**config.mk**
```make
export PLATFORM = sky130hd
export DESIGN_NAME = hde_front
export DESIGN_NICKNAME = d
export VERILOG_FILES = /design/src/hdl/hde_pkg.sv /design/src/hdl/hde_front.sv
export SDC_FILE = /design/constraint.sdc
export NUM_CORES = 1
export LEC_CHECK = 0
export ABC_CLOCK_PERIOD_IN_PS = 4000
export BUFFER_PORTS_ARGS = -buffer_cell sky130_fd_sc_hd__buf_2
export CAP_MARGIN = 25
export CORE_UTILIZATION = 45
export CTS_CLUSTER_DIAMETER = 30
export DETAILED_ROUTE_END_ITERATION = 8
export HOLD_SLACK_MARGIN = 0.1
export PLACE_DENSITY = 0.79
export SYNTH_ARGS = -nofsm -noshare
export SYNTH_HDL_FRONTEND = slang
export SYNTH_SLANG_ARGS = --single-unit
```
**constraint.sdc**
```tcl
create_clock -name i_clk -period 4 [get_ports i_clk]
set_input_delay 0.4 -clock i_clk [delete_from_list [all_inputs] [get_ports i_clk]]
set_output_delay 0.4 -clock i_clk [all_outputs]
set_load 0.05 [all_outputs]
```
**src/hdl/hde_pkg.sv**
```systemverilog
// Shared types and constants of the histogram equalizer.
package hde_pkg;

    localparam int PIXEL_W         = 8;
    localparam int LEVELS_DEF      = 256;
    localparam int MAX_PIXELS_DEF  = 4194304;
    localparam logic [PIXEL_W-1:0] MAX_LEVEL_RESET = 8'd255;

    localparam logic CMD_COUNT = 1'b0;
    localparam logic CMD_MAP   = 1'b1;

    typedef struct packed {
        logic               cmd;
        logic [PIXEL_W-1:0] pixel;
        logic               last;
    } t_in;

    typedef struct packed {
        logic [PIXEL_W-1:0] out_pixel;
        logic               out_last;
    } t_out;

    // Classified operation passed from the front end to the engine.
    typedef struct packed {
        logic               cmd;
        logic [PIXEL_W-1:0] idx;
        logic               last;
    } t_op;

endpackage

```
**src/hdl/hde_front.sv**
```systemverilog
// Front end: accepts items, saturates the level index and queues operations.
module hde_front #(
    parameter int LEVELS = 256
) (
    input  logic          i_clk,
    input  logic          i_rst_n,
    input  logic          start,
    output logic          busy,
    input  hde_pkg::t_in  i_item,
    output logic          o_op_valid,
    input  logic          i_op_ready,
    output hde_pkg::t_op  o_op
);
    import hde_pkg::*;

    t_op        r_q [2];
    logic       r_wp, r_rp;
    logic [1:0] r_cnt;
    t_op        n_op;
    logic       push, pop;

    always_comb begin
        n_op.cmd  = i_item.cmd;
        n_op.last = i_item.last;
        if ({1'b0, i_item.pixel} >= (PIXEL_W+1)'(LEVELS)) begin
            n_op.idx = PIXEL_W'(LEVELS - 1);
        end else begin
            n_op.idx = i_item.pixel;
        end
    end

    assign busy       = (r_cnt == 2'd2);
    assign push       = start && !busy;
    assign o_op_valid = (r_cnt != 2'd0);
    assign pop        = o_op_valid && i_op_ready;
    assign o_op       = r_q[r_rp];

    always_ff @(posedge i_clk) begin
        if (push) begin
            r_q[r_wp] <= n_op;
        end
        if (!i_rst_n) begin
            r_wp  <= 1'b0;
            r_rp  <= 1'b0;
            r_cnt <= 2'd0;
        end else begin
            if (push) r_wp <= ~r_wp;
            if (pop)  r_rp <= ~r_rp;
            r_cnt <= r_cnt + 2'(push) - 2'(pop);
        end
    end
endmodule

```
==> results.tsv <==
metric	value	unit
clk_latency	0.31	ns
detailed_place.area	0.00111	sq mm
peak_per_stage_delay_on_the_critical_path	0.61	ns
cts_max_level	1	
design.final.nets	102	
ant_nets	0	
detail_route.drc_violations	0	
nFillCells	189	
finalSetupTns	0	ns
drt-wirelength-per-cell	12.0	um
cp_top_family	flip-flops	
maxCapViolations	0	
fin_skew	0.00142	ns
place.port_buffers	25	
fin_crit	1.93	ns
final_min_period_over_clock_period	48.2	%
cp_data_arrival_time	1.53	ns
post-cts-setup-buffers	0	
synthesis.instances	57	
hpwlAfterDp	995	um
critPathBufInv	1	
type_of_the_worst_setup_path	flip-flop to output port	
tritoncts_num_sinks	25	
gpl.final_weighted_congestion	0.642	
worstHoldStart	i_item[2]	
clock_root_buffer_master	clkbuf_4	
total_vias_in_the_final_route	527	
crit_path_end_kind	output port	
number_of_antenna_violations_at_the_first_check_in_global_routing	0	
grt_usage	13.7	%
power.ir.vdd_worst	0.464	mV
number_of_buffers_on_the_longest_clock_path	2	
drt_first_pass_iters	2	
synthesized_net_count	73	
worstSetupPathDepth	2	
final_area	0.00113	sq mm
relSlewSlack	43.9	%
reg2regPathDepth	3	
critical_path_required	3.60	ns
synth_seq_area_share	73.5	%
fmaxAchievable	519	MHz
run_status	finished clean	
power-per-cell-area	684	mW/mm^2
min_path_type	primary input to flip-flop	
post-place-ws	2.32	ns
slew_violations	0	
worstPathMaxFanout	10	
yosys_warnings	0	
worst_setup_hold_path_clk_slew	0.13	ns
area.growth.synth_to_final	19.0	%
num_io_pins	26	
core_area	0.00198	sq mm
cp-start-kind	flip-flop	
rr_endpoint	r_q[0][4]$_DFFE_PP_	
start_util	48.1	%
cts_buffers	3	
most_common_library_cell_in_the_layout_ignoring_fill_and_taps	buf_2	
cp_cell_sequence	mux2_2, buf_2	
row_count	16	
synth_cell_types	16	
die_y	48.0	um
final_hold_viol_count	0	
ctsHoldBuffers	0	
grt_max_degree	15	
ys_seq_elements	25	
routed_wirelength	1340	um
power.leakage	0.000470	uW
reg2reg_from	r_cnt[0]$_SDFF_PN0_	
first_global_vias	501	
drt-initial-drc-count	6	
post_route_cells_drive_above_1_share	48.2	%
finalPower	776	uW
grt_overflow	0	
synth.cell_area	953	sq um
post_cts_resized	0	
worst_pin_slew	0.838	ns
chip_width	48.0	um
worst-r2r-setup-slack	2.35	ns
wire_length_of_the_first_global_routing_pass	2060	um
unrepaired_setup_endpoints_after_global_routing	false	
drt-vias-per-instance	4.71	
antennaDiodeCount	0	
finalSetupViolCount	0	
final_cell_mix	buf_2, edfxtp_1, mux2_2	
cts_tree	done	
critical_path.endpoint	o_op[9]	
placedCellCount	108	
synthesis.area_per_instance	16.7	sq um
slowest_stage	dfxtp_1	
finish.cell_count_without_fillers	112	
fp.dieArea	0.00231	sq mm
timing.final.ws_setup	2.07	ns
Yosys cell counts, drive strengths merged:
| library cell | count | area share, % |
|---|---|---|
| nand2b | 2 | 1.3 |
| nand2 | 2 | 0.79 |
| xor2 | 1 | 0.92 |
| and2 | 1 | 0.66 |
| nor2 | 4 | 1.6 |
| ha | 2 | 2.6 |
| or2 | 1 | 0.66 |
| mux2 | 10 | 12 |
| mux2i | 1 | 1.0 |
| and3 | 1 | 0.66 |
| edfxtp | 20 | 63 |
| inv | 3 | 1.2 |
| xnor2 | 2 | 1.8 |
| o21a | 1 | 0.92 |
| buf | 1 | 0.52 |
| dfxtp | 5 | 10 |
where the power goes:
part	total [uW]	switching (uW)	leakage (uW)	internal [uW]
clock	107	69.8	0.0000177	37.3
combinational	310	211	0.000224	98.6
sequential	359	28.9	0.000228	330
stage by stage:
step	hold WS [ns]	utilization, %
6_report	0.270	57.3
5_1_grt	0.256	57.3
4_1_cts	0.262	57.3
3_5_place_dp	0.507	55.9
3_3_place_gp	0.470	55.9
2_1_floorplan	0.455	-
cell families (layout without fill, tap and decap cells):
kind of cell / count (synthesis) / after routing / share of synthesized area, %
multiplexers: 11 / 11 / 12.9
adder cells (fa/ha/maj): 2 / 2 / 2.62
XOR/XNOR: 3 / 3 / 2.76
AO/OA/AOI/OAI: 1 / 1 / 0.919
AND/OR/NAND/NOR: 11 / 11 / 5.64
flip-flops: 25 / 25 / 73.5
buffers and inverters: 4 / 32 / 1.71
registers in the layout, indices dropped and copies added (netlist names), named ones only:
register and cells:
r_cnt 2, r_q 20, r_rp 1, r_wp 1
cell type report:
class,count,area (sq um),area share [%]
clock buffer,3,22.5,1.98
timing repair buffer,25,125,11.0
tap,27,33.8,2.98
inverter,3,11.3,0.992
multi-input combinational,28,236,20.8
clock inverter,1,5.00,0.441
sequential,25,701,61.7
layer usage:
metal	up-vias	share of wire (%)	GRT usage [%]
met2	20	47	22.4
met5	-	0	0
li1	262	-	-
met3	4	4.8	3.77
met4	0	2.7	10.0
met1	241	45	15.0
worst min-delay path by stage:
stage | endpoint | depth (start not counted)
after floorplan | r_wp$_SDFFE_PN0N_ | 2
after CTS | r_q[1][2]$_DFFE_PP_ | 1
after global placement | r_wp$_SDFFE_PN0N_ | 2
final | r_q[1][2]$_DFFE_PP_ | 1
after detailed placement | r_wp$_SDFFE_PN0N_ | 2
after global routing | r_q[1][2]$_DFFE_PP_ | 1
(Power assumes the default switching activity.)
